[src/sv/amf_ram.sv]
`timescale 1ns / 1ps
// ----------------------------------------------------------------------------
// Generic simple dual-port RAM
// One write port and one read port with registered read data.
// ----------------------------------------------------------------------------
module amf_ram #(
    parameter int WIDTH = 8,
    parameter int DEPTH = 256
) (
    input  logic                     clk,
    input  logic                     wr_en,
    input  logic [$clog2(DEPTH)-1:0] wr_addr,
    input  logic [WIDTH-1:0]         wr_data,
    input  logic                     rd_en,
    input  logic [$clog2(DEPTH)-1:0] rd_addr,
    output logic [WIDTH-1:0]         rd_data
);

    logic [WIDTH-1:0] mem [DEPTH];

    // Write and registered read.
    always_ff @(posedge clk)
    begin
        if (wr_en)
            mem[wr_addr] <= wr_data;
        if (rd_en)
            rd_data <= mem[rd_addr];
    end

endmodule

[config.mk]
export PLATFORM = sky130hd
export DESIGN_NAME = amf_ram
export DESIGN_NICKNAME = d
export VERILOG_FILES = /design/src/sv/amf_ram.sv
export SDC_FILE = /design/constraint.sdc
export NUM_CORES = 2
export LEC_CHECK = 0
export BUFFER_PORTS_ARGS = -buffer_cell sky130_fd_sc_hd__buf_2
export CORE_ASPECT_RATIO = 1.2
export CORE_MARGIN = 3
export CORE_UTILIZATION = 41
export DETAILED_ROUTE_END_ITERATION = 8
export HOLD_SLACK_MARGIN = 0.15
export PLACE_DENSITY = 0.54
export SLEW_MARGIN = 20
export SYNTH_ARGS = -nofsm -noshare
export SYNTH_HDL_FRONTEND = slang
export SYNTH_SLANG_ARGS = --single-unit
export TNS_END_PERCENT = 5
[constraint.sdc]
create_clock -name clk -period 2.28 [get_ports clk]
set_input_delay 0.114 -clock clk [delete_from_list [all_inputs] [get_ports clk]]
set_output_delay 0.114 -clock clk [all_outputs]
set_load 0.01 [all_outputs]
* After elaboration in Yosys (flattened, before gate mapping)
Memories as Yosys holds them, arrays and structs flattened. A register that Yosys moved wholly into a read port is not among the register bits.
Index checks and enable logic that the tools add are counted.
** Storage, ports and cells
- Flip-flop bits (word level) :: 0
- Memory bits (writable) :: 2048
- Memories kept :: 1
** Memory list
- mem :: words 256, bits a word 8, rd ports 1, clocked after memory_dff 1, write ports 1, RTL line 19 : logic [WIDTH-1:0] mem [DEPTH];
** Operators by class
- Mux-type cells :: 2
** Operators by type and width (number)
- two-way mux 1 bit :: 2

* Logic depth before layout (Yosys ltp)
- Depth after elaboration :: 2
- Depth in mapped cells :: 11

* Least setup slack after synthesis
Ideal clock, no wire load.
- Path kind :: input to register
- Start point :: in rd_addr[0]
- End point :: reg rd_data[2] (read register of mem) (data pin)
- Data arrival time :: 1921 ps
- Setup slack :: 90 ps
- Stages on the path :: 9
- Path buffers :: 4
- Cell sequence :: buf_6 -> buf_12 -> buf_8 -> buf_2 -> mux4_2 -> a22oi_1 -> a21oi_1 -> nor4_1 -> nor4_2
** RTL lines
- start: declaration :: RTL line 15 : input logic [$clog2(DEPTH)-1:0] rd_addr,
- end: declaration :: RTL line 16 : output logic [WIDTH-1:0] rd_data

==> out/results.ini <==
[drt]
vias=40300
ant_nets=0
drc=0
wirelength_mm=207
drt_iter0_markers=4152
via_per_inst=5.58
wl_per_cell_um=28.7
first_pass_iters=5

[yosys]
ys_seq_area_share_pct=77.5
ys_warn_count=0
ys_types=54
synth_ff_type=edfxtp_1
yosys-top-cells-area=edfxtp_1 (78%), mux4_2 (13%), mux2i_1 (1.7%)
postSynthCellCount=3733
synth_top_area_cell=edfxtp_1
synth_edf_count=2056
avgSynthCellArea_um2=21.3
synth_nets=3760
synth.ff_latch_count=2056
synth.top_cell.area_share_pct=77.5
async_flop_share_pct=0
post_synth_instance_area_um2=79600

[timing]
setup_viol_count_final=7
slew_violations=0
worst_pin_slew_ps=735
rsz0062_at_grt=yes
timing.final.crit_share_pct=104
fin_worst_skew_ps=26.9
relSlewSlack_pct=51.0
fmax_mhz=423
fin_ws_ps=-85.4
finalCriticalPeriod_ps=2370
finalHoldViolCount=0

[worst_setup_path]
critical_path_required_ps=2850
crit_path_end_kind=flop
path_class=flop to flop
startpoint_type=flop
crit_arrival_ps=2940
cp_max_fo=1

[global_route]
grt_pass1_wl_mm=302
grt_pass1_vias=41800
grt_max_degree=89
antenna_found_initial=11
track_usage_pct=20.9
globalRouteOverflowTotal=0

[placed_design]
gp_congestion=0.836
dp_hpwl_mm=139
port_buffers=34
pre_cts_ws_ps=-1680

[clock_network]
post_cts_buffers=0
path_clk_slew_ps=60
cts_sinks=2056
htree_levels=4
clockRootBuffer=clkbuf_16
cts_buffers=194
insertion_delay_ps=830
clk_path_buf_depth=3
tritoncts=done

[power_and_ir_drop]
power.total_uw=78500
power_density_nw_per_um2=823
cellLeakagePower_uw=0.0308
ir_drop_uv=550

[run_status]
violations=setup timing
outcome=complete, but fails checks

[die]
die_w_um=408
die-area_um2=200000
design.core.area_um2=192000
io-pin-count=35
start_util_pct=41.4
die_y_um=489
rows=176

[worst_hold_path]
min-delay-path-class=primary input to flop

[layout]
fin_nets=4515
areaGrowthSynthToFinish_pct=19.8
drive_above_1_share_pct=33.8

[run]
max-cap-violations=0

placed cells by master (no fill, tap or decap), drive strengths merged, types with 10 or more instances in the layout:
cell type    instances
edfxtp            2056
buf                772
mux4               456
nor2               282
clkbuf             238
mux2i              134
a22oi              133
a21oi               96
clkinv              81
o221ai              47
nand3               34
nand2               33
nor2b               31
o22ai               28
nor4                27
bufinv              22
nor3                22
dlygate4sd3         20
a211oi              16
a221oi              14
o21ai               12
nand4               10
o211ai              10
power breakdown:
part           switching [uW]  internal, uW
Sequential               46.8         41700
Combinational            2700          1920
Clock                   13800         18400
Total                   16600         62000
final cells by class:
cell class	instances	area [um^2]
clock buffer	238	5100
timing repair buffer	792	7220
sequential	2056	61700
fill	15800	97100
tap	2581	3230
inverter	2	7.51
antenna	4	10.0
multi-input combinational	1442	16900
clock inverter	112	1180
per-stage QoR:
step | instances | cell area, um^2 | TNS, ps | hold WS [ps] | util (%)
global placement | 6854 | 88500 | -9480 | 538 | 46.0
finish | 7227 | 95400 | -472 | 252 | 49.6
floorplan | 3733 | 79600 | 0 | 213 | -
global route | 7226 | 95400 | -937 | 222 | 49.6
detailed placement | 6854 | 88500 | -8180 | 536 | 46.0
CTS | 7223 | 95300 | -823 | 173 | 49.5
worst paths after layout:
kind | slack (ps) | endpoint | cells past startpoint | start
max | -90 | rd_data[4]$_DFFE_PP_ | 6 | mem[67][4]$_DFFE_PP_
min | 250 | rd_data[6]$_DFFE_PP_ | 2 | rd_en
min reg2reg | 1180 | rd_data[3]$_DFFE_PP_ | 6 | mem[63][3]$_DFFE_PP_
max reg2reg | -90 | rd_data[4]$_DFFE_PP_ | 6 | mem[67][4]$_DFFE_PP_
timing repair:
item,in CTS,in global routing
hold buffers,20,0
pin swaps,13,13
endpoints found under the hold margin,2398,0
gates resized for setup,37,23
endpoints found under the setup margin,8,8
state kept, by name, summed over array words and instances, names as in the netlist:
name and flops:
mem 2048, rd_data 8
metal layers:
layer  up-vias  wire (um)  part of all wire (%)  GRT usage (%)
met5         -         22                 0.011              0
met4         4       5150                   2.5           5.55
met3       269      11100                   5.4           3.24
met2      1182     104000                    50           35.3
met1     21600      86900                    42           28.4
li1      17200          -                     -              -
synth_stat cells, types with 5 or more instances:
master and count:
a221oi_1 13, o211ai_1 10, o21ai_0 10, buf_6 21
nand4_1 10, a22o_1 8, o22a_1 5, mux4_2 454
buf_12 8, buf_4 27, buf_2 31, and2_1 6
nand3_1 34, a22oi_1 133, a21oi_1 96, o221ai_1 46
nor3_1 22, buf_8 13, nor2b_1 31, edfxtp_1 2056
o22ai_1 28, clkbuf_1 111, buf_1 22, nand2_1 33
mux2i_1 134, nand2b_1 8, a211oi_1 16, nor2_1 282
nor4_1 24
critical path, stage by stage, from the launching register on:
cell,delay [ps]
edfxtp_1,360
mux4_2,520
mux4_2,550
nor2b_1,180
nor4_2,240
buf_4,200
nor4_1,60
logic make-up (layout without fill, tap and decap cells):
group / after synthesis / after routing / share of synthesized area, %
other: 0 / 4 / 0
buffers and inverters: 235 / 1144 / 1.83
flip-flops: 2056 / 2056 / 77.5
AND/OR/NAND/NOR: 466 / 466 / 2.63
AO/OA/AOI/OAI: 385 / 385 / 3.42
multiplexers: 591 / 591 / 14.6
Power figures use the tool's default switching activity.
