File: src/sv/amf_pkg.sv
`timescale 1ns / 1ps
// ----------------------------------------------------------------------------
// Adaptive median filter package
// Shared constants, types and address helpers for the filter's modules.
// ----------------------------------------------------------------------------
package amf_pkg;

    localparam int MAX_WINDOW  = 7;
    localparam int MAX_WIDTH   = 1024;
    localparam int MAX_HEIGHT  = 1024;
    localparam int HALF        = MAX_WINDOW / 2;
    localparam int STORE_DEPTH = MAX_WINDOW * MAX_WIDTH;
    localparam int ADDR_W      = $clog2(STORE_DEPTH);
    localparam int WIN_N       = MAX_WINDOW * MAX_WINDOW;
    localparam int CNT_W       = $clog2(WIN_N + 1);
    localparam int MAX_GEOM    = (MAX_WIDTH > MAX_HEIGHT) ? MAX_WIDTH : MAX_HEIGHT;
    localparam int POS_W       = $clog2(MAX_GEOM + 1);
    localparam int PEND_W      = $clog2(HALF * MAX_WIDTH + HALF + 2);
    localparam int S_W         = $clog2(MAX_WINDOW + 3);
    localparam int PIX_W       = 8;
    localparam int SIDE_W      = 3;
    localparam int GEOM_W      = 11;
    localparam int CFG_IDX_W   = 2;
    localparam int CFG_DATA_W  = 11;
    localparam int QDEPTH      = 2;

    // Input command carried in tuser.
    typedef enum logic {
        CMD_PUSH  = 1'b0,
        CMD_FLUSH = 1'b1
    } cmd_t;

    // Configuration register indexes.
    localparam logic [CFG_IDX_W-1:0] REG_WIN_MIN = 2'd0;
    localparam logic [CFG_IDX_W-1:0] REG_WIN_MAX = 2'd1;
    localparam logic [CFG_IDX_W-1:0] REG_WIDTH   = 2'd2;
    localparam logic [CFG_IDX_W-1:0] REG_HEIGHT  = 2'd3;

    // Configuration as seen by the front and back (geometry already clamped).
    typedef struct packed {
        logic [SIDE_W-1:0] win_min;
        logic [SIDE_W-1:0] win_max;
        logic [POS_W-1:0]  width;
        logic [POS_W-1:0]  height;
    } cfg_t;

    // One filter job handed from the front to the back.
    typedef struct packed {
        logic [POS_W-1:0]  row;
        logic [POS_W-1:0]  col;
        logic [ADDR_W-1:0] addr;
        logic              last;
    } job_t;

    // Back-end sequencer states.
    typedef enum logic [3:0] {
        BK_IDLE,
        BK_CENTRE,
        BK_SETUP,
        BK_CORNER,
        BK_SCAN,
        BK_DRAIN,
        BK_SELECT,
        BK_DECIDE,
        BK_OUTPUT
    } bk_state_t;

    // Circular store address plus an offset below the store depth.
    function automatic logic [ADDR_W-1:0] addr_add(input logic [ADDR_W-1:0] a,
                                                   input logic [ADDR_W-1:0] b);
        logic [ADDR_W:0] s;
        s = {1'b0, a} + {1'b0, b};
        if (s >= (ADDR_W+1)'(STORE_DEPTH))
            s = s - (ADDR_W+1)'(STORE_DEPTH);
        return s[ADDR_W-1:0];
    endfunction

    // Circular store address minus an offset below the store depth.
    function automatic logic [ADDR_W-1:0] addr_sub(input logic [ADDR_W-1:0] a,
                                                   input logic [ADDR_W-1:0] b);
        logic [ADDR_W:0] s;
        if (a >= b)
            s = {1'b0, a} - {1'b0, b};
        else
            s = {1'b0, a} + (ADDR_W+1)'(STORE_DEPTH) - {1'b0, b};
        return s[ADDR_W-1:0];
    endfunction

endpackage

File: src/sv/amf_front.sv
`timescale 1ns / 1ps
// ----------------------------------------------------------------------------
// Adaptive median filter front end
// Accepts push and flush transactions, writes pixels into the line store and
// issues one filter job for every pixel whose window is complete.
// ----------------------------------------------------------------------------
module amf_front (
    input  logic                        clk,
    input  logic                        rst_n,
    input  amf_pkg::cfg_t               cfg,
    input  logic                        s_tvalid,
    output logic                        s_tready,
    input  logic [amf_pkg::PIX_W-1:0]   s_tdata,
    input  logic                        s_tuser,
    output logic                        wr_en,
    output logic [amf_pkg::ADDR_W-1:0]  wr_addr,
    output logic [amf_pkg::PIX_W-1:0]   wr_data,
    output logic                        q_push,
    output amf_pkg::job_t               q_job,
    input  logic                        q_full,
    input  logic                        q_empty,
    input  logic                        back_busy
);
    import amf_pkg::*;

    logic [POS_W-1:0]  in_row_reg, in_row_next;
    logic [POS_W-1:0]  in_col_reg, in_col_next;
    logic [POS_W-1:0]  out_row_reg, out_row_next;
    logic [POS_W-1:0]  out_col_reg, out_col_next;
    logic [ADDR_W-1:0] in_addr_reg, in_addr_next;
    logic [ADDR_W-1:0] out_addr_reg, out_addr_next;
    logic [PEND_W-1:0] pend_reg, pend_next;
    logic              in_done_reg, in_done_next;
    logic [PEND_W-1:0] lag;
    logic              is_flush;
    logic              accept;
    logic [POS_W-1:0]  oc, orow;
    logic              last;

    // Distance in pixels between the newest push and the next output.
    assign lag = PEND_W'(cfg.width) * PEND_W'(HALF) + PEND_W'(HALF);

    // Store writes wait until the back end holds no job, flushes only for room.
    assign is_flush = (cmd_t'(s_tuser) == CMD_FLUSH);
    assign s_tready = !q_full && (is_flush || (q_empty && !back_busy));
    assign accept   = s_tvalid && s_tready;

    assign wr_addr = in_addr_reg;
    assign wr_data = s_tdata;

    // Position counters and job issue.
    always_comb
    begin
        in_row_next   = in_row_reg;
        in_col_next   = in_col_reg;
        out_row_next  = out_row_reg;
        out_col_next  = out_col_reg;
        in_addr_next  = in_addr_reg;
        out_addr_next = out_addr_reg;
        pend_next     = pend_reg;
        in_done_next  = in_done_reg;
        wr_en         = 1'b0;
        q_push        = 1'b0;
        oc            = out_col_reg + POS_W'(1);
        orow          = out_row_reg;
        last          = 1'b0;

        if (accept)
        begin
            if (is_flush)
            begin
                q_push = in_done_reg;
            end
            else if (!in_done_reg)
            begin
                wr_en        = 1'b1;
                in_addr_next = addr_add(in_addr_reg, ADDR_W'(1));
                in_col_next  = in_col_reg + POS_W'(1);
                if (in_col_next >= cfg.width)
                begin
                    in_col_next = '0;
                    in_row_next = in_row_reg + POS_W'(1);
                end
                if (in_row_next >= cfg.height)
                    in_done_next = 1'b1;
                pend_next = pend_reg + PEND_W'(1);
                q_push    = (pend_next > lag);
            end
        end

        if (q_push)
        begin
            if (oc >= cfg.width)
            begin
                oc   = '0;
                orow = out_row_reg + POS_W'(1);
            end
            last          = (orow >= cfg.height);
            out_col_next  = oc;
            out_row_next  = orow;
            out_addr_next = addr_add(out_addr_reg, ADDR_W'(1));
            pend_next     = pend_next - PEND_W'(1);
            if (last)
            begin
                in_row_next   = '0;
                in_col_next   = '0;
                out_row_next  = '0;
                out_col_next  = '0;
                in_addr_next  = '0;
                out_addr_next = '0;
                pend_next     = '0;
                in_done_next  = 1'b0;
            end
        end

        q_job.row  = out_row_reg;
        q_job.col  = out_col_reg;
        q_job.addr = out_addr_reg;
        q_job.last = last;
    end

    // Counter registers.
    always_ff @(posedge clk or negedge rst_n)
    begin
        if (!rst_n)
        begin
            in_row_reg   <= '0;
            in_col_reg   <= '0;
            out_row_reg  <= '0;
            out_col_reg  <= '0;
            in_addr_reg  <= '0;
            out_addr_reg <= '0;
            pend_reg     <= '0;
            in_done_reg  <= 1'b0;
        end
        else
        begin
            in_row_reg   <= in_row_next;
            in_col_reg   <= in_col_next;
            out_row_reg  <= out_row_next;
            out_col_reg  <= out_col_next;
            in_addr_reg  <= in_addr_next;
            out_addr_reg <= out_addr_next;
            pend_reg     <= pend_next;
            in_done_reg  <= in_done_next;
        end
    end

    // A job never enters a full queue.
    a_push_room: assert property (@(posedge clk) disable iff (!rst_n)
        q_push |-> !q_full)
        else $error("job issued into a full queue");

    // The store is written only while no job is queued or being filtered.
    a_write_quiet: assert property (@(posedge clk) disable iff (!rst_n)
        wr_en |-> (q_empty && !back_busy))
        else $error("line store written while a job is pending");

endmodule

File: config.mk
export PLATFORM = sky130hd
export DESIGN_NAME = amf_front
export DESIGN_NICKNAME = d
export VERILOG_FILES = /design/src/sv/amf_pkg.sv /design/src/sv/amf_front.sv
export SDC_FILE = /design/constraint.sdc
export NUM_CORES = 1
export LEC_CHECK = 0
export BUFFER_PORTS_ARGS = -buffer_cell sky130_fd_sc_hd__buf_2
export CAP_MARGIN = 30
export CELL_PAD_IN_SITES_DETAIL_PLACEMENT = 1
export CELL_PAD_IN_SITES_GLOBAL_PLACEMENT = 1
export CORE_ASPECT_RATIO = 1.25
export CORE_MARGIN = 2
export CORE_UTILIZATION = 44
export CTS_CLUSTER_DIAMETER = 50
export DETAILED_ROUTE_END_ITERATION = 8
export GPL_ROUTABILITY_DRIVEN = 0
export HOLD_SLACK_MARGIN = 0.06
export PLACE_DENSITY_LB_ADDON = 0.08
export RECOVER_POWER = 25
export SYNTH_ARGS = -nofsm -noshare
export SYNTH_HDL_FRONTEND = slang
export SYNTH_SLANG_ARGS = --single-unit
File: constraint.sdc
create_clock -name clk -period 7.85 [get_ports clk]
set_input_delay 1.57 -clock clk [delete_from_list [all_inputs] [get_ports clk]]
set_output_delay 1.57 -clock clk [all_outputs]
set_load 0.05 [all_outputs]
; ---- Word level (Yosys, flattened, before mapping)
; Cells that the tools add are included.
[totals]
regBits = 83
input_bits = 43
out_inout_bits = 60
elab_cells = 79
[classes]
addsub = 11
multipliers = 1
n_lt_le_gt_ge = 7
muxes = 46
n_reduce_logical = 6
[ops]
columns = operator, n
row1 = two-way mux 11 bit, 20
row2 = two-way mux 13 bit, 8
row3 = two-way mux 12 bit, 5
row4 = "adder 11 x 1 -> 11 bit, second input constant", 4
row5 = greater-or-equal comparator 11 bit, 4
row6 = "adder 13 x 1 -> 14 bit, second input constant", 2
row7 = "greater-or-equal comparator 14 x 13 -> 1 bit, second input constant", 2
row8 = "subtractor 13 bit, second input constant", 2
row9 = two-way mux 1 bit, 13
row10 = "adder 12 x 1 -> 12 bit, second input constant", 1
row11 = "adder 12 x 2 -> 12 bit, second input constant", 1
row12 = > comparator 12 bit, 1
row13 = "multiplier 11 x 2 -> 12 bit, second input constant", 1
row14 = "subtractor 12 x 1 -> 12 bit, second input constant", 1
row15 = logical AND 1 bit, 3
row16 = logical NOT 1 bit, 2
row17 = logical OR 1 bit, 1

; ---- Longest topological paths before layout
; Gate-level depths: netlist (run 1).
[depth]
depth_word = 13
depth_mapped = 23
ltp_nobuf = 20

; ---- Worst setup path after synthesis (run 1)
; Ideal clock, no wire load.
[synth_path]
path_type = in2out
startpoint = in cfg[12] (netlist name)
endpoint = out q_job[0] (netlist name)
arrival_ns = 5.287
t_required_ns = 6.280
setup_slack_ns = 0.993
stages = 18
path_buffers = 3
cell_sequence = ha_1 -> ha_1 -> a21o_1 -> a21oi_1 -> o21bai_1 -> a2111oi_0 -> o31ai_1 -> a21oi_1 -> xor2_1 -> ha_1 -> nand4_1 -> a211oi_1 -> o41ai_4 -> inv_2 -> and2_1 -> clkbuf_1 -> buf_2 -> buf_4
[synth_between]
elab_chain_cells = 7
elab_cells_between_ends = 11
classes_between = add/sub (1) / mul (1) / order compare (3) / mux (6)
[synth_lines]
columns = element, line
row1 = start: declaration, amf_front.sv:10  ; input amf_pkg::cfg_t cfg,
row2 = multiplier 11 x 2 -> 12 bit, amf_front.sv:41  ; assign lag = PEND_W'(cfg.width) * PEND_W'(HALF) + PEND_W'(HALF);
row3 = adder 12 x 2 -> 12 bit, amf_front.sv:41
row4 = > comparator 12 bit, amf_front.sv:87  ; q_push = (pend_next > lag);
row5 = two-way mux 1 bit, amf_front.sv:74  ; else if (!in_done_reg)
row6 = two-way mux 1 bit, amf_front.sv:70  ; if (is_flush)
row7 = two-way mux 1 bit, amf_front.sv:68  ; if (accept)
row8 = two-way mux 1 bit (*), amf_front.sv:91  ; if (q_push)
row9 = end: declaration, amf_front.sv:19  ; output amf_pkg::job_t q_job,
; Every way passes the cells marked *; elsewhere a longest branch is shown, timed or not. The select of a mux whose other input is x is not followed.

==> results of run 1 <==
==> layer usage <==
metal  routed length [um]  global-route usage [%]  part of all wire (%)  vias up
met1                 9040                    28.5                    42     3372
met5                    0                       0                     0        -
met2                11400                    46.4                    52      116
li1                     -                       -                     -     3248
met3                  766                    4.28                   3.5       40
met4                  534                    9.07                   2.5        0
==> cell type report <==
class                   count  share of cell area, %
inverters                  34                   1.55
repair buffers             87                   5.43
flip-flops and latches     83                   25.2
clock buffers              10                   2.89
multi-input cells         721                   60.5
clock inverters             6                   1.14
well taps                 220                   3.33
==> critical path, cell delays in order <==
cell and delay [ns]:
buf_2 0.19, inv_1 0.09, ha_1 0.20, inv_1 0.07, ha_1 0.24, a21o_1 0.16
a21oi_1 0.24, o21bai_1 0.13, a2111oi_0 0.63, o31ai_1 0.15, a21oi_1 0.22, xor2_1 0.11
ha_1 0.32, nand4_1 0.15, a211oi_1 0.39, o41ai_4 0.14, inv_2 0.21, and2_1 0.23
buf_2 0.28
==> per-stage QoR <==
step	area, um2	setup WS [ns]	utilization (%)
after floorplan	7430	0.993	-
after global placement	7930	0.683	47.5
after detailed placement	7930	0.525	47.5
after CTS	8260	0.505	49.4
after global routing	8260	0.152	49.4
final	8260	0.536	49.4
==> cells in the mapped netlist (all sizes together) (4+ instances only) <==
cell,instances
clkbuf,24
nor4,10
nand2,84
or2,6
o21ai,72
o21a,4
nand3b,6
a21oi,42
nand3,52
and3,23
a21o,11
a22o,8
dfrtp,83
or3,6
o31ai,18
mux2i,11
nor3b,4
buf,26
inv,34
nor2b,10
nor2,76
xor2,45
nand2b,9
xnor2,48
ha,88
nand4,19
a211oi,8
a31oi,9
nor3,15
==> cell families (layout without fill, tap and decap cells) <==
group | Yosys count | in the layout | synth area share [%]
and+or+nand+nor | 332 | 332 | 23.1
AOI/OAI and AO/OA | 194 | 194 | 16.3
xor gates and xnor gates | 93 | 93 | 11.0
adders and majority gates | 88 | 88 | 14.8
buffers and inverters | 84 | 137 | 4.91
DFF | 83 | 83 | 27.9
muxes | 14 | 14 | 1.94
==> worst max-delay path by stage <==
stage | from | end | depth (start not counted)
detailed placement | cfg[11] | q_job[0] | 19
CTS | cfg[11] | q_job[0] | 19
floorplan | cfg[12] | q_job[0] | 18
finish | cfg[11] | q_job[0] | 19
global route | cfg[11] | q_job[0] | 20
global placement | cfg[11] | q_job[0] | 19
==> power by group through the flow <==
stage	clock [uW]	combinational (uW)	sequential, uW
final	493	428	521
after CTS	503	433	520
after floorplan	0	281	554
after global routing	521	483	528
after global placement	0	408	525
after detailed placement	0	430	528
==> impl_metrics.ini, run 1 <==
[final_layout]
area_delta_synth_final_pct = 11.1
regArea_um2 = 2080
fin_cells = 1161
nets = 1067
nFillCells = 2054
multi_input_area_um2 = 4990
drive_above_1_share_pct = 13.9
antenna_cells = 0
final_cell_mix = 88 x ha_1, 83 x nand2_1, 83 x dfrtp_1
mostFrequentLayoutCell = ha_1

[clock_tree]
cts_resized = 0
clkTransAtPathRegs_ns = 0.07
cts.sinks = 83
clk_latency_ns = 0.35
cts_root_buf = clkbuf_16
holdBufCountCts = 0
cts_tree = yes
clockBufferDepth = 2
h-tree-depth = 3
cts_made_buffers = 9
cts_setup_buffers = 0

[timing]
worst_pin_slew_ns = 3.03
hold_viol = 0
rsz0062_at_grt = false
relSlewSlack_pct = -102
drv_slew = 86
fin_skew_ns = 0.0116
fmax_mhz = 137
setup_viol = 0
finalSetupTns_ns = 0
finalCriticalPeriod_ns = 7.31
timing.final.crit_share_pct = 93.2
whs_ns = 0.524

[place]
place.port_buffers = 80
dp_hpwl_um = 16400
placed_cells = 1145

[setup_path]
crit_fanout = 11
cp-start-kind = primary input
worstSetupPathType = in2out
ff2ff_path_depth = 19
reg2reg_from = out_col_reg[0]
cp_data_required_time_ns = 6.28
crit_arrival_ns = 5.74
end_kind = primary output
regToRegEndpoint = out_addr_reg[7]
ff2ff_setup_slack_ns = 1.70

[yosys]
synth_cell_types = 67
syn-num-nets = 1019
avgSynthCellArea_um2 = 8.37
synth_area_leaders = dfrtp_1 28%, ha_1 15%, xnor2_1 5.7%, xor2_1 5.3%, o21ai_0 4.5%
synth_area_um2 = 7430
yosysWarnings = 0
ys_seq_area_share_pct = 27.9
synth_area_leader_cell = dfrtp_1
syn-instance-count = 888
synth_top_area_share_pct = 27.9
ys.flop_type = dfrtp_1
synth-edff-count = 0
synthArstFlopShare_pct = 100
ys_ff_latch = 83

[detailed_routing]
ant_nets = 0
wire_per_inst_um = 18.7
drtIter0Drc = 239
num_vias = 6776
vias_per_cell = 5.84
routed_wl_um = 21700
dr.pass1.iters = 4
drcViolationCount = 0

[power]
seqPwrFrac_pct = 36.1
netSwitchingFraction_pct = 37.3
switching_power_uw = 538
p_total_uw = 1440
leakage_uw = 0.00397
power.density_nw_per_um2 = 175
p_comb_share_pct = 29.7
clkPwrFrac_pct = 34.2
ir_drop_mv = 0.109
p_int_uw = 903

[global_routing]
overflow = 0
grt_pass1_vias = 7218
antenna_found_initial = 0
grt_max_degree = 54
grt_pass1_wl_um = 35900
track_usage_pct = 25.0

[floorplan]
row_count = 53
dieWidth_um = 120
initial_core_util_pct = 44.5
dieArea_um2 = 18000
num_io_pins = 103
core_um2 = 16700
die_h_um = 149

[hold_path]
worstHoldEndpoint = out_addr_reg[9]
hold_path_depth = 1
holdCritPathClass = reg2reg
hold_start = out_addr_reg[9]

[job]
drv_cap = 2

[status]
violations = max-capacitance violations, max-slew violations
status = finished, violations left
No activity file was read; power rests on OpenSTA's default activity.
==> inputs of run 2 (changes only) <==
--- a/config.mk
+++ b/config.mk
@@ -18,6 +18,7 @@
 export HOLD_SLACK_MARGIN = 0.06
 export PLACE_DENSITY_LB_ADDON = 0.08
 export RECOVER_POWER = 25
+export SETUP_SLACK_MARGIN = 0.05
 export SYNTH_ARGS = -nofsm -noshare
 export SYNTH_HDL_FRONTEND = slang
 export SYNTH_SLANG_ARGS = --single-unit
==> constraint.sdc (replaced) <==
create_clock -name clk -period 7.85 [get_ports clk]
set_input_delay 1.57 -clock clk [delete_from_list [all_inputs] [get_ports clk]]
set_output_delay 1.57 -clock clk [all_outputs]
set_load 0.01 [all_outputs]
==> impl_metrics.ini, run 2 (synthesis results as in run 1) <==
[clock_tree]
cts_resized = 0
holdBufCountCts = 0
clk_latency_ns = 0.35
clkTransAtPathRegs_ns = 0.08
cts_tree = yes
cts_root_buf = clkbuf_16
cts_made_buffers = 9
h-tree-depth = 3
cts_setup_buffers = 0
cts.sinks = 83
clockBufferDepth = 2

[setup_path]
ff2ff_path_depth = 20
cp_num_buf_inv = 5
path_depth = 19
crit_fanout = 10
end_kind = primary output
slowest_delay_ns = 0.60
worstSetupPathType = in2out
crit_chain = buf_2 -> inv_1 -> ha_1 -> inv_1 -> ha_1 -> a21o_1 -> a21oi_1 -> o21bai_1 -> a2111oi_0 -> o31ai_1 -> a21oi_1 -> xor2_1 -> ha_1 -> a21oi_1 -> a21boi_0 -> o41ai_4 -> inv_2 -> and2_1 -> buf_2
critPathTopFamily = compound AO/OA/AOI/OAI gates
cp_slowest_cell = a2111oi_0
cp_data_required_time_ns = 6.28
crit_arrival_ns = 5.55
cp-start-kind = primary input

[timing]
fmax_mhz = 141
finalSetupTns_ns = 0
drv_slew = 86
relSlewSlack_pct = -97.9
rsz0062_at_grt = false
fin_skew_ns = 0.0153
whs_ns = 0.530
worst_pin_slew_ns = 2.97
hold_viol = 0
setup_slack_ns = 0.735
timing.final.crit_share_pct = 90.6
setup_viol = 0
finalCriticalPeriod_ns = 7.12

[final_layout]
nFillCells = 2058
nets = 1066
drive_above_1_share_pct = 13.7
area_delta_synth_final_pct = 10.5
final_cell_mix = 88 x ha_1, 83 x nand2_1, 83 x dfrtp_1
antenna_cells = 0
design_area_um2 = 8210
fin_cells = 1159
mostFrequentLayoutCell = ha_1

[global_routing]
overflow = 0
grt_pass1_vias = 7243
antenna_found_initial = 0
track_usage_pct = 24.6
grt_max_degree = 52
grt_pass1_wl_um = 35800

[status]
violations = max-capacitance violations, max-slew violations
status = finished, violations left

[detailed_routing]
dr.pass1.iters = 4
drcViolationCount = 0
vias_per_cell = 5.80
ant_nets = 0
routed_wl_um = 21200
drtIter0Drc = 226
num_vias = 6724
wire_per_inst_um = 18.2

[hold_path]
hold_path_depth = 1
holdCritPathClass = reg2reg

[floorplan]
num_io_pins = 103
row_count = 53
die_h_um = 149
dieWidth_um = 120
core_um2 = 16700
dieArea_um2 = 18000
initial_core_util_pct = 44.5

[power]
power.density_nw_per_um2 = 164
ir_drop_mv = 0.0967
leakage_uw = 0.00394

[place]
pre_cts_slack_ns = 0.771
dp_hpwl_um = 15800
dpl-instance-area_um2 = 7920
place.port_buffers = 80
placed_cells = 1144

[job]
drv_cap = 2
[run 2: final cells by class]
class                   instances  area, um2  share of cell area (%)
multi-input cells             721       4990                    60.8
clock inverters                 6       73.8                   0.899
clock buffers                   9        225                    2.74
well taps                     220        275                    3.35
flip-flops and latches         83       2080                    25.3
repair buffers                 86        440                    5.36
inverters                      34        128                    1.55
[run 2: per-stage QoR]
step	power, uW	util, %
after floorplan	775	-
after global placement	878	47.4
after detailed placement	904	47.4
after CTS	1360	49.2
after global routing	1430	49.2
final	1340	49.2
[run 2: layer usage]
layer,up-vias,wire [um],track usage (%)
li1,3248,-,-
met1,3348,9090,28.9
met2,97,10800,44.7
met3,31,770,4.28
met4,0,512,8.72
met5,-,0,0
[run 2: path summary, 6_finish.rpt]
| path | from | endpoint | slack (ns) |
|---|---|---|---|
| worst min-delay path | out_addr_reg[9] | out_addr_reg[9] | 0.53 |
| worst max register to register | out_col_reg[0] | out_row_reg[8] | 1.76 |
| max in group asynchronous | rst_n | in_col_reg[10] | 2.40 |
| worst max-delay path | cfg[11] | q_job[0] | 0.73 |
| min in group asynchronous | rst_n | out_addr_reg[11] | 1.78 |
| worst min register to register | out_addr_reg[9] | out_addr_reg[9] | 0.53 |
[run 2: worst register-to-register path, cell delays in order, from the launching register on]
cell	delay, ns
dfrtp_1	0.47
ha_1	0.30
nand3_1	0.20
nor2_1	0.27
and3_1	0.21
xor2_1	0.23
ha_1	0.30
a2111oi_1	0.51
o211ai_1	0.17
a21oi_1	0.41
or3_1	0.34
nor2_1	0.11
xor2_1	0.16
ha_1	0.31
a211o_1	0.31
a221o_1	0.33
a31o_2	0.22
buf_4	0.26
or2_1	0.52
nor4_1	0.29
a21o_1	0.11
[run 2: where the power goes]
group          switching (uW)  total, uW  internal [uW]
Combinational             215        372            157
Sequential               69.8        524            454
Clock                     199        448            249
