$ cat src/sv/amf_pkg.sv
`timescale 1ns / 1ps
// ----------------------------------------------------------------------------
// Adaptive median filter package
// Shared constants, types and address helpers for the filter's modules.
// ----------------------------------------------------------------------------
package amf_pkg;

    localparam int MAX_WINDOW  = 7;
    localparam int MAX_WIDTH   = 1024;
    localparam int MAX_HEIGHT  = 1024;
    localparam int HALF        = MAX_WINDOW / 2;
    localparam int STORE_DEPTH = MAX_WINDOW * MAX_WIDTH;
    localparam int ADDR_W      = $clog2(STORE_DEPTH);
    localparam int WIN_N       = MAX_WINDOW * MAX_WINDOW;
    localparam int CNT_W       = $clog2(WIN_N + 1);
    localparam int MAX_GEOM    = (MAX_WIDTH > MAX_HEIGHT) ? MAX_WIDTH : MAX_HEIGHT;
    localparam int POS_W       = $clog2(MAX_GEOM + 1);
    localparam int PEND_W      = $clog2(HALF * MAX_WIDTH + HALF + 2);
    localparam int S_W         = $clog2(MAX_WINDOW + 3);
    localparam int PIX_W       = 8;
    localparam int SIDE_W      = 3;
    localparam int GEOM_W      = 11;
    localparam int CFG_IDX_W   = 2;
    localparam int CFG_DATA_W  = 11;
    localparam int QDEPTH      = 2;

    // Input command carried in tuser.
    typedef enum logic {
        CMD_PUSH  = 1'b0,
        CMD_FLUSH = 1'b1
    } cmd_t;

    // Configuration register indexes.
    localparam logic [CFG_IDX_W-1:0] REG_WIN_MIN = 2'd0;
    localparam logic [CFG_IDX_W-1:0] REG_WIN_MAX = 2'd1;
    localparam logic [CFG_IDX_W-1:0] REG_WIDTH   = 2'd2;
    localparam logic [CFG_IDX_W-1:0] REG_HEIGHT  = 2'd3;

    // Configuration as seen by the front and back (geometry already clamped).
    typedef struct packed {
        logic [SIDE_W-1:0] win_min;
        logic [SIDE_W-1:0] win_max;
        logic [POS_W-1:0]  width;
        logic [POS_W-1:0]  height;
    } cfg_t;

    // One filter job handed from the front to the back.
    typedef struct packed {
        logic [POS_W-1:0]  row;
        logic [POS_W-1:0]  col;
        logic [ADDR_W-1:0] addr;
        logic              last;
    } job_t;

    // Back-end sequencer states.
    typedef enum logic [3:0] {
        BK_IDLE,
        BK_CENTRE,
        BK_SETUP,
        BK_CORNER,
        BK_SCAN,
        BK_DRAIN,
        BK_SELECT,
        BK_DECIDE,
        BK_OUTPUT
    } bk_state_t;

    // Circular store address plus an offset below the store depth.
    function automatic logic [ADDR_W-1:0] addr_add(input logic [ADDR_W-1:0] a,
                                                   input logic [ADDR_W-1:0] b);
        logic [ADDR_W:0] s;
        s = {1'b0, a} + {1'b0, b};
        if (s >= (ADDR_W+1)'(STORE_DEPTH))
            s = s - (ADDR_W+1)'(STORE_DEPTH);
        return s[ADDR_W-1:0];
    endfunction

    // Circular store address minus an offset below the store depth.
    function automatic logic [ADDR_W-1:0] addr_sub(input logic [ADDR_W-1:0] a,
                                                   input logic [ADDR_W-1:0] b);
        logic [ADDR_W:0] s;
        if (a >= b)
            s = {1'b0, a} - {1'b0, b};
        else
            s = {1'b0, a} + (ADDR_W+1)'(STORE_DEPTH) - {1'b0, b};
        return s[ADDR_W-1:0];
    endfunction

endpackage

$ cat src/sv/amf_queue.sv
`timescale 1ns / 1ps
// ----------------------------------------------------------------------------
// Adaptive median filter job queue
// Short FIFO of filter jobs between the front end and the back end.
// ----------------------------------------------------------------------------
module amf_queue (
    input  logic          clk,
    input  logic          rst_n,
    input  logic          push,
    input  amf_pkg::job_t push_job,
    input  logic          pop,
    output amf_pkg::job_t head_job,
    output logic          full,
    output logic          empty
);
    import amf_pkg::*;

    localparam int PTR_W = $clog2(QDEPTH);

    job_t               slot_reg [QDEPTH];
    logic [PTR_W-1:0]   wr_ptr_reg, wr_ptr_next;
    logic [PTR_W-1:0]   rd_ptr_reg, rd_ptr_next;
    logic [PTR_W:0]     count_reg, count_next;

    assign full     = (count_reg == (PTR_W+1)'(QDEPTH));
    assign empty    = (count_reg == '0);
    assign head_job = slot_reg[rd_ptr_reg];

    // Pointer and fill count update.
    always_comb
    begin
        wr_ptr_next = wr_ptr_reg;
        rd_ptr_next = rd_ptr_reg;
        count_next  = count_reg;
        if (push)
        begin
            wr_ptr_next = (wr_ptr_reg == PTR_W'(QDEPTH - 1)) ? '0 : wr_ptr_reg + PTR_W'(1);
            count_next  = count_next + (PTR_W+1)'(1);
        end
        if (pop)
        begin
            rd_ptr_next = (rd_ptr_reg == PTR_W'(QDEPTH - 1)) ? '0 : rd_ptr_reg + PTR_W'(1);
            count_next  = count_next - (PTR_W+1)'(1);
        end
    end

    // Control registers.
    always_ff @(posedge clk or negedge rst_n)
    begin
        if (!rst_n)
        begin
            wr_ptr_reg <= '0;
            rd_ptr_reg <= '0;
            count_reg  <= '0;
        end
        else
        begin
            wr_ptr_reg <= wr_ptr_next;
            rd_ptr_reg <= rd_ptr_next;
            count_reg  <= count_next;
        end
    end

    // Job storage.
    always_ff @(posedge clk)
    begin
        if (push)
            slot_reg[wr_ptr_reg] <= push_job;
    end

    // Fill count stays within the depth.
    a_count_range: assert property (@(posedge clk) disable iff (!rst_n)
        count_reg <= (PTR_W+1)'(QDEPTH))
        else $error("queue fill count out of range");

endmodule

$ cat config.mk
export PLATFORM = sky130hd
export DESIGN_NAME = amf_queue
export DESIGN_NICKNAME = d
export VERILOG_FILES = /design/src/sv/amf_pkg.sv /design/src/sv/amf_queue.sv
export SDC_FILE = /design/constraint.sdc
export NUM_CORES = 1
export LEC_CHECK = 0
export CAP_MARGIN = 40
export CORE_MARGIN = 5
export CORE_UTILIZATION = 65
export DETAILED_ROUTE_END_ITERATION = 8
export DONT_BUFFER_PORTS = 1
export PLACE_DENSITY = 0.85
export SKIP_CTS_REPAIR_TIMING = 1
export SLEW_MARGIN = 20
export SYNTH_ARGS = -nofsm -noshare
export SYNTH_HDL_FRONTEND = slang
export SYNTH_SLANG_ARGS = --single-unit
$ cat constraint.sdc
create_clock -name clk -period 6.2 [get_ports clk]
set_input_delay 0.31 -clock clk [delete_from_list [all_inputs] [get_ports clk]]
set_output_delay 0.31 -clock clk [all_outputs]
set_load 0.02 [all_outputs]
Word level (Yosys, flattened, before mapping)
Memories as Yosys holds them, arrays and structs flattened.
Index checks and enable logic that the tools add are counted.

word-level totals
  register bits = 4
  output and inout bits = 38
  memories kept = 1
  RAM bits = 72
  logic and storage cells = 16

operators by class
  add/sub/neg operators = 4
  mux-type cells = 6
  eq/ne operators = 1
  reduce and logical (&&, ||, !) cells = 1

memories
  memory    words  width  read ports  clocked after Yosys merged registers in  write ports  RTL line         text
  slot_reg  2      36     1           0                                        1            amf_queue.sv:20  job_t slot_reg [QDEPTH];

operator list
  kind                                                                number
  1-bit two-way mux                                                   4
  2-bit two-way mux                                                   2
  1-bit adder, second input constant                                  2
  2-bit by 1-bit adder with 2-bit output, second input constant       1
  2-bit equality test, second input constant                          1
  2-bit logical NOT                                                   1
  2-bit by 1-bit subtractor with 2-bit output, second input constant  1

Longest topological paths before layout
Gate-level depths: netlist of the first run.

  depth in word-level cells = 4
  gate-level depth with buffers = 5
  mapped depth without buffers = 5

Worst setup path after synthesis of the first run
OpenSTA, ideal clock, no wires.

  path type = input-to-reg
  start point = in push
  end point = mem slot_reg[0][0] in the netlist's numbering, enable pin
  data required time = 5766 ps
  data arrival time = 2064 ps
  stages on the path = 2
  setup slack = 3703 ps
  buffers on the path = 1
  cells stage by stage = buf_6 -> nor2b_1

between the ends
  word-level cells in the longest chain between the ends = 2

ends and longest elaborated chain
  what                                     RTL line         text
  start: declaration                       amf_queue.sv:9   input logic push,
  1-bit two-way mux                        amf_queue.sv:67  if (push)
  1-bit two-way mux (implied by the code)  amf_queue.sv:68  slot_reg[wr_ptr_reg] <= push_job;
  end: declaration                         amf_queue.sv:20

Every way passes these cells.

==> results.cfg, run 1 <==
[status]
status = finished, final reports clean

[synthesis]
syn_avg_cell_area_um2 = 22.3
synthDistinctLibCells = 19
synthArstFlopShare_pct = 5.26
ys_seq_elements = 76
ys_warn_count = 0
synthFlopType = edfxtp_1
synth_edf_count = 72
syn_area_um2 = 2980
synth_seq_area_share_pct = 75.8
postSynthCellCount = 134
syn_nets = 176

[clock_tree]
cts_root_buffer = clkbuf_8
clk_pin_slew_ns = 0.06
cts.sinks = 76
cts.htree.levels = 3
clk_path_buf_depth = 2
cts_tree = built
clkLatencyLatePin_ns = 0.32
cts_inserted_buffers = 9

[global_routing]
antenna_found_initial = 0
grt_pass1_vias = 1307
overflow = 0
grt_usage_pct = 15.9
grt_first_pass_wirelength_mm = 7.11
grt_max_degree = 37

[power]
clkPwrFrac_pct = 18.1
p_int_w = 0.00104
power_density_nw_per_um2 = 483
switching_share_pct = 32.4
power_switching_w = 0.000497
pwr-share-comb_pct = 33.4
peakVddDrop_uv = 361
leakage_nw = 1.15
p_seq_share_pct = 48.6

[timing]
worstMarginPinSlew_ns = 0.587
worst_slack_ns = 4.18
finalCritPeriodShare_pct = 32.6
hold_viol = 0
max_freq_mhz = 495
clock_skew_ns = 0.00546
setup_violations = 0
maxSlewViolCount = 0
rsz0062_at_grt = false
fin_crit_ns = 2.02
setup_tns_ns = 0
relSlewSlack_pct = 60.8

[critical_path]
crit_required_ns = 5.89
path_class = reg2out
end_kind = output pin
r2r-end = slot_reg[0][3]
cp-start-kind = flop
crit_end = head_job[35]
cp-startpoint = rd_ptr_reg
arrival_ns = 1.71
r2r_cells = 2
rrSetupSlack_ns = 4.72
cp_max_fo = 22
reg2reg_from = wr_ptr_reg

[placement]
io_buffers = 0
pre_cts_ws_ns = 4.50
globalplace.congestion = 0.623
dp_hpwl_mm = 3.12

[floorplan]
die_h_um = 77.7
core_area_um2 = 4410
die_w_um = 77.7
start_util_pct = 67.6
die-area_um2 = 6040
ios = 78
num_rows = 24

[detailed_routing]
drcViolationCount = 0
ant_nets = 0
wl_met3_um = 363
drtIter0Drc = 57
wirelength_met1_mm = 1.71
dr_total_vias = 1176
drt_wl_total_mm = 4.62
vias_per_cell = 6.03
top_layer_used = met4
post_drt_wl_per_cell_um = 23.7
dr.pass1.iters = 4
wl_met2_mm = 2.47

[job]
maxCapViolCount = 0

[layout]
largest_register_ffs = 72
nNetsFinal = 185
final_cell_mix = edfxtp_1, mux2_4, clkbuf_8
diodes = 0
final_common_cell = edfxtp_1
drive_above_1_share_pct = 35.7
syn2layout_area_growth_pct = 6.59
nFillCells = 267
fin_util_pct = 72.0

[min_path]
min_path_type = in2reg
critical path: stages (launching register included):
cell and delay (ns):
dfrtp_2 0.70, buf_12 0.26, mux2_2 0.42
synthesized netlist by cell type (2+ instances only):
cell / instances / area, um2
buf_12: 3 / 60.1
buf_6: 2 / 22.5
dfrtp_1: 4 / 100
edfxtp_1: 72 / 2160
ha_1: 2 / 25.0
inv_1: 2 / 7.51
mux2_2: 7 / 78.8
mux2_4: 29 / 435
xnor2_1: 2 / 17.5
xor2_1: 2 / 17.5
area by class of cell:
type / count / area (um2) / area share [%]
clock buffer: 9 / 124 / 3.90
clock inverter: 2 / 7.51 / 0.236
inverter: 2 / 7.51 / 0.236
multi-input combinational: 50 / 634 / 20.0
sequential: 76 / 2260 / 71.2
tap: 52 / 65.1 / 2.05
timing repair buffer: 4 / 77.6 / 2.44
per-layer routing:
layer	vias to the layer above	global-route usage, %
li1	530	-
met1	593	17.8
met2	46	26.2
met3	7	6.37
met4	0	7.73
met5	-	0
how the worst min path moves through the flow:
stage	start	end	slack (ns)	depth (start not counted)
3_3_place_gp	rst_n	count_reg[1]	0.01	0
6_report	pop	rd_ptr_reg	0.07	1
5_1_grt	pop	rd_ptr_reg	0.05	1
3_5_place_dp	rst_n	count_reg[0]	0.01	0
2_1_floorplan	rst_n	count_reg[0]	0.01	0
4_1_cts	rst_n	rd_ptr_reg	-0.34	0
kinds of logic (layout without fill, tap and decap cells):
group                      count (synthesis)  in the layout  synth area share, %
DFF                                       76             76                 75.8
muxes                                     36             36                 17.2
buffers and inverters                      8             17                 3.19
AOI/OAI and AO/OA                          4              4                 1.05
xor gates and xnor gates                   4              4                 1.17
and+or+nand+nor                            4              4                0.671
adders and majority gates                  2              2                0.839
per-stage QoR:
| stage | cell area, um2 | std cells | power, W | hold WS [ns] |
|---|---|---|---|---|
| after floorplan | 2980 | 134 | 0.00122 | 0.0144 |
| after global placement | 2970 | 180 | 0.00122 | 0.0145 |
| after detailed placement | 3020 | 182 | 0.00127 | 0.0145 |
| after CTS | 3150 | 193 | 0.00155 | -0.338 |
| after global routing | 3180 | 195 | 0.00160 | 0.0517 |
| final | 3180 | 195 | 0.00153 | 0.0693 |
power groups by stage:
stage | registers, W | logic, W | clock network, W
6_report | 0.000745 | 0.000512 | 0.000277
2_1_floorplan | 0.000720 | 0.000500 | 0
3_5_place_dp | 0.000759 | 0.000512 | 0
4_1_cts | 0.000748 | 0.000513 | 0.000286
3_3_place_gp | 0.000781 | 0.000444 | 0
5_1_grt | 0.000757 | 0.000539 | 0.000309
Note: power is estimated with default switching activity, not from simulation.
==> run 2: changes to the inputs <==
- CORE_UTILIZATION: 65 -> 62
- PLACE_DENSITY: 0.85 -> 0.82
- clock period: 6.2 -> 2 ns (I/O delays scaled with it)
==> run 2 against run 1 <==
  * Critical path depth is the same
  * Final area is 14% higher
  * Non-clock buffer count rose by 39
  * Sequential cell count unchanged
  * Clock skew fell by 0.0015 ns
  * Combinational power increased to 3.2 times the previous value
  * Largest power group unchanged
  * Via count up 14%
  * Die area is 4.2% higher
  * Sequential share of layout area shrank 8.7 points
  * Total power grew to 3.3 times the previous value
  * First-iteration DRC count is 33% higher
==> results.cfg, run 2 (same netlist as run 1, synthesis figures left out) <==
[global_routing]
antenna_found_initial = 0
overflow = 0
grt_max_degree = 22
grt_pass1_vias = 1314
grt_usage_pct = 15.2
grt_first_pass_wirelength_mm = 6.74

[placement]
io_buffers = 0
globalplace.congestion = 0.662
pre_cts_ws_ns = 0.566
place_area_um2 = 3030
dp_hpwl_mm = 3.12

[floorplan]
core_area_um2 = 4690
start_util_pct = 63.6
ios = 78
die-area_um2 = 6300
die_h_um = 79.4
die_w_um = 79.4
num_rows = 25

[power]
fin_total_pwr_w = 0.00513
leakage_nw = 1.35
peakVddDrop_uv = 964
power_density_nw_per_um2 = 1410

[layout]
diodes = 0
multi_input_area_um2 = 634
drive_above_1_share_pct = 29.9
regArea_um2 = 2260
fin_area_um2 = 3620
final_cell_mix = edfxtp_1, dlygate4sd3_1, mux2_4
syn2layout_area_growth_pct = 21.5
largest_register_ffs = 72
nFillCells = 268
nNetsFinal = 224
final_common_cell = edfxtp_1

[detailed_routing]
dr_total_vias = 1335
post_drt_wl_per_cell_um = 20.4
drcViolationCount = 0
dr.pass1.iters = 4
vias_per_cell = 5.54
drt_wl_total_mm = 4.91
drtIter0Drc = 76
ant_nets = 0

[clock_tree]
cts.htree.levels = 3
cts.sinks = 76
cts_root_buffer = clkbuf_8
cts_tree = built
clk_pin_slew_ns = 0.07
clkLatencyLatePin_ns = 0.33
cts_inserted_buffers = 9
clk_path_buf_depth = 2

[timing]
setup_violations = 0
setup_tns_ns = 0
clock_skew_ns = 0.00391
maxSlewViolCount = 0
max_freq_mhz = 567
hold_viol = 0
worstMarginPinSlew_ns = 0.518
fin_crit_ns = 1.76
worst_slack_ns = 0.237
finalCritPeriodShare_pct = 88.1
relSlewSlack_pct = 65.4
rsz0062_at_grt = false

[job]
maxCapViolCount = 0

[critical_path]
cp-start-kind = flop
crit_chain = buf_12 -> mux2_4
end_kind = output pin
path_class = reg2out
cp_max_fo = 20
slowest_delay_ns = 0.70
crit_required_ns = 1.90
arrival_ns = 1.66
crit_slowest_cell = dfrtp_2

[min_path]
min_path_type = in2async

[status]
status = finished, final reports clean
-- run 2: cell count changes in the layout (fill, tap and decap cells not counted), sizes merged --
cell         previous run  this run
dlygate4sd3             1        39
clkinv                  2         5
bufinv                  0         2
buf                     3         4
-- run 2: area by class of cell --
type                       count  area share, %
sequential                    76           62.5
multi-input combinational     50           17.5
timing repair buffer          43           12.3
clock buffer                   9           3.42
clock inverter                 7           2.24
tap                           54           1.86
inverter                       2          0.207
-- run 2: per-stage QoR --
| stage | hold WS (ns) | instances | utilization (%) |
|---|---|---|---|
| 4_1_cts | -0.560 | 202 | 68.9 |
| 6_report | 0.0419 | 241 | 77.2 |
| 5_1_grt | 0.0370 | 241 | 77.2 |
| 2_1_floorplan | -0.196 | 134 | - |
| 3_3_place_gp | -0.195 | 186 | 64.5 |
| 3_5_place_dp | -0.195 | 186 | 64.5 |
-- run 2: metal layers --
metal | global-route usage, % | share of wire, % | vias up
met3 | 7.14 | 7.1 | 6
met4 | 9.28 | 1.3 | 0
met2 | 25.5 | 56 | 53
met1 | 15.0 | 36 | 661
met5 | 0 | 0 | -
li1 | - | - | 615
-- run 2: where the power goes --
group,switching (W),internal [W],total [W]
sequential,0.000192,0.00212,0.00231
combinational,0.000918,0.000723,0.00164
clock,0.000489,0.000685,0.00117
-- run 2: final timing paths --
check | startpoint | depth (start not counted) | slack, ns | to
min | rst_n | 1 | 0.04 | count_reg[1]
max | rd_ptr_reg | 2 | 0.24 | head_job[31]
min reg2reg | wr_ptr_reg | 1 | 0.56 | wr_ptr_reg
max in group asynchronous | rst_n | 1 | 1.77 | rd_ptr_reg
min in group clk | push | 3 | 0.11 | count_reg[1]
max reg2reg | wr_ptr_reg | 2 | 0.57 | slot_reg[0][18]
-- run 2: critical path, delay by kind of cell (launching register included) --
kind,cells,cell delay (ns)
buffers and inverters,1,0.26
flip-flops,1,0.70
multiplexers,1,0.36
==> run 3: changes to the inputs <==
- ABC_AREA: default -> 1
==> run 3 against run 2 <==
  * Register-to-register slack improved by 0.03 ns
  * Via count rose by 4.3%
  * Count of clock-buffer cells in the layout rose by 1
  * Die area fell by 0.18%
  * Global-route usage rose by 1.1 points
  * Total power fell by 1.5%
  * Non-clock buffer count rose by 1
  * Critical path type unchanged
  * Largest cell class unchanged
  * Highest routed layer unchanged
==> results.cfg, run 3 <==
[timing]
max_freq_mhz = 542
fin_crit_ns = 1.84
worstMarginPinSlew_ns = 0.529
finalCritPeriodShare_pct = 92.2
clock_skew_ns = 0.00553
worst_slack_ns = 0.156
relSlewSlack_pct = 64.7
rsz0062_at_grt = false
setup_tns_ns = 0
hold_viol = 0
setup_violations = 0
maxSlewViolCount = 0

[min_path]
hp-start = push
min_path_type = in2reg

[synthesis]
ys_seq_elements = 76
synthFlopType = edfxtp_1
synthDistinctLibCells = 13
synth_commonest_cells = edfxtp_1, mux2_4, nand2_1
synthMuxAreaShare_pct = 17.3
synthXorXnorAreaFrac_pct = 0.883
synth_area_leaders = edfxtp_1, mux2_4, dfrtp_1
ys_warn_count = 0
synthArstFlopShare_pct = 5.26
synth_edf_count = 72
synth_seq_area_share_pct = 76.0
synthAdderAreaFrac_pct = 0.841
synth_most_common_cell = edfxtp_1
syn_avg_cell_area_um2 = 21.1
postSynthCellCount = 141
syn_nets = 183
synth_area_leader_cell = edfxtp_1
synth-simple-area-share_pct = 1.85
synth_compound_area_share_pct = 0
syn_area_um2 = 2980
synth.top_cell.area_share_pct = 72.6
synth_top_family_by_area = multiplexers

[placement]
pre_cts_ws_ns = 0.510
dp_hpwl_mm = 3.35
globalplace.congestion = 0.663
io_buffers = 0

[critical_path]
reg2reg_from = wr_ptr_reg
crit_family = flip-flops
end_kind = output pin
crit_slowest_cell = dfrtp_2
arrival_ns = 1.74
cp-start-kind = flop
cp_max_fo = 22
crit_chain = buf_12 -> mux2_2
path_class = reg2out
crit_required_ns = 1.90
crit_buf_inv = 1
cp-startpoint = rd_ptr_reg
slowest_delay_ns = 0.71

[detailed_routing]
vias_per_cell = 5.55
post_drt_wl_per_cell_um = 20.5
dr_total_vias = 1392
ant_nets = 0
drt_wl_total_mm = 5.14
dr.pass1.iters = 4
drtIter0Drc = 62
drcViolationCount = 0

[layout]
final_common_cell = edfxtp_1
multi_input_area_um2 = 628
drive_above_1_share_pct = 29.9
largest_register_ffs = 72
regArea_um2 = 2260
nFillCells = 262
fin_util_pct = 77.5
nNetsFinal = 234
diodes = 0
syn2layout_area_growth_pct = 22.2
final_cell_mix = edfxtp_1, dlygate4sd3_1, mux2_4

[floorplan]
die-area_um2 = 6290
ios = 78
num_rows = 25
core_area_um2 = 4690
die_h_um = 79.3
start_util_pct = 63.4
die_w_um = 79.3

[clock_tree]
clk_path_buf_depth = 2
cts.sinks = 76
clk_pin_slew_ns = 0.07
cts.htree.levels = 3
cts_inserted_buffers = 9
clkLatencyLatePin_ns = 0.33
cts_tree = built
cts_root_buffer = clkbuf_8

[power]
fin_total_pwr_w = 0.00505
leakage_nw = 1.38
peakVddDrop_uv = 997
power_density_nw_per_um2 = 1390

[global_routing]
grt_first_pass_wirelength_mm = 7.17
antenna_found_initial = 0
grt_pass1_vias = 1334
overflow = 0
grt_usage_pct = 16.3
grt_max_degree = 23

[job]
maxCapViolCount = 0

[status]
status = finished, final reports clean
run 3: worst paths after layout:
check	to	slack, ns	cells past startpoint
worst max-delay path	head_job[15]	0.16	2
worst min-delay path	count_reg[0]	0.02	3
worst max register to register	slot_reg[0][0]	0.60	2
worst min register to register	wr_ptr_reg	0.58	1
max in group asynchronous	rd_ptr_reg	1.78	1
min in group asynchronous	rd_ptr_reg	0.04	1
run 3: kinds of logic (layout without fill, tap and decap cells):
| logic type | count (synthesis) | count (layout) |
|---|---|---|
| xor+xnor | 3 | 3 |
| simple gates | 14 | 14 |
| mux | 36 | 36 |
| fa+ha+maj | 2 | 2 |
| buf+inv | 10 | 66 |
| flops | 76 | 76 |
run 3: tightest hold or removal path, stage by stage:
cell and delay [ns]:
nand2_1 0.04, nand2_1 0.10, xnor2_1 0.07
run 3: routing by layer:
metal / wire length [um] / global-route usage, %
met1: 1910 / 16.3
met2: 2810 / 28.0
met3: 299 / 9.52
met4: 127 / 5.67
met5: 0 / 0
run 3: layout make-up:
cell class / instances / area share (%)
clock buffers: 10 / 3.79
multi-input cells: 55 / 17.3
repair buffers: 44 / 12.5
inverters: 6 / 0.619
clock inverters: 6 / 1.75
flip-flops and latches: 76 / 62.3
well taps: 54 / 1.86
run 3: power breakdown:
part	total, W	internal [W]	switching, W	leakage [nW]
logic	0.00161	0.000698	0.000915	0.560
registers	0.00231	0.00211	0.000192	0.721
clock network	0.00113	0.000607	0.000524	0.0983
total	0.00505	0.00342	0.00163	1.38
run 3: per-stage QoR:
stage          instance area, um2  hold slack, ns  instances
3_3_place_gp                 3040          -0.195        196
6_report                     3640          0.0179        251
4_1_cts                      3250          -0.559        212
5_1_grt                      3640          0.0142        251
3_5_place_dp                 3040          -0.195        196
2_1_floorplan                2980          -0.196        141
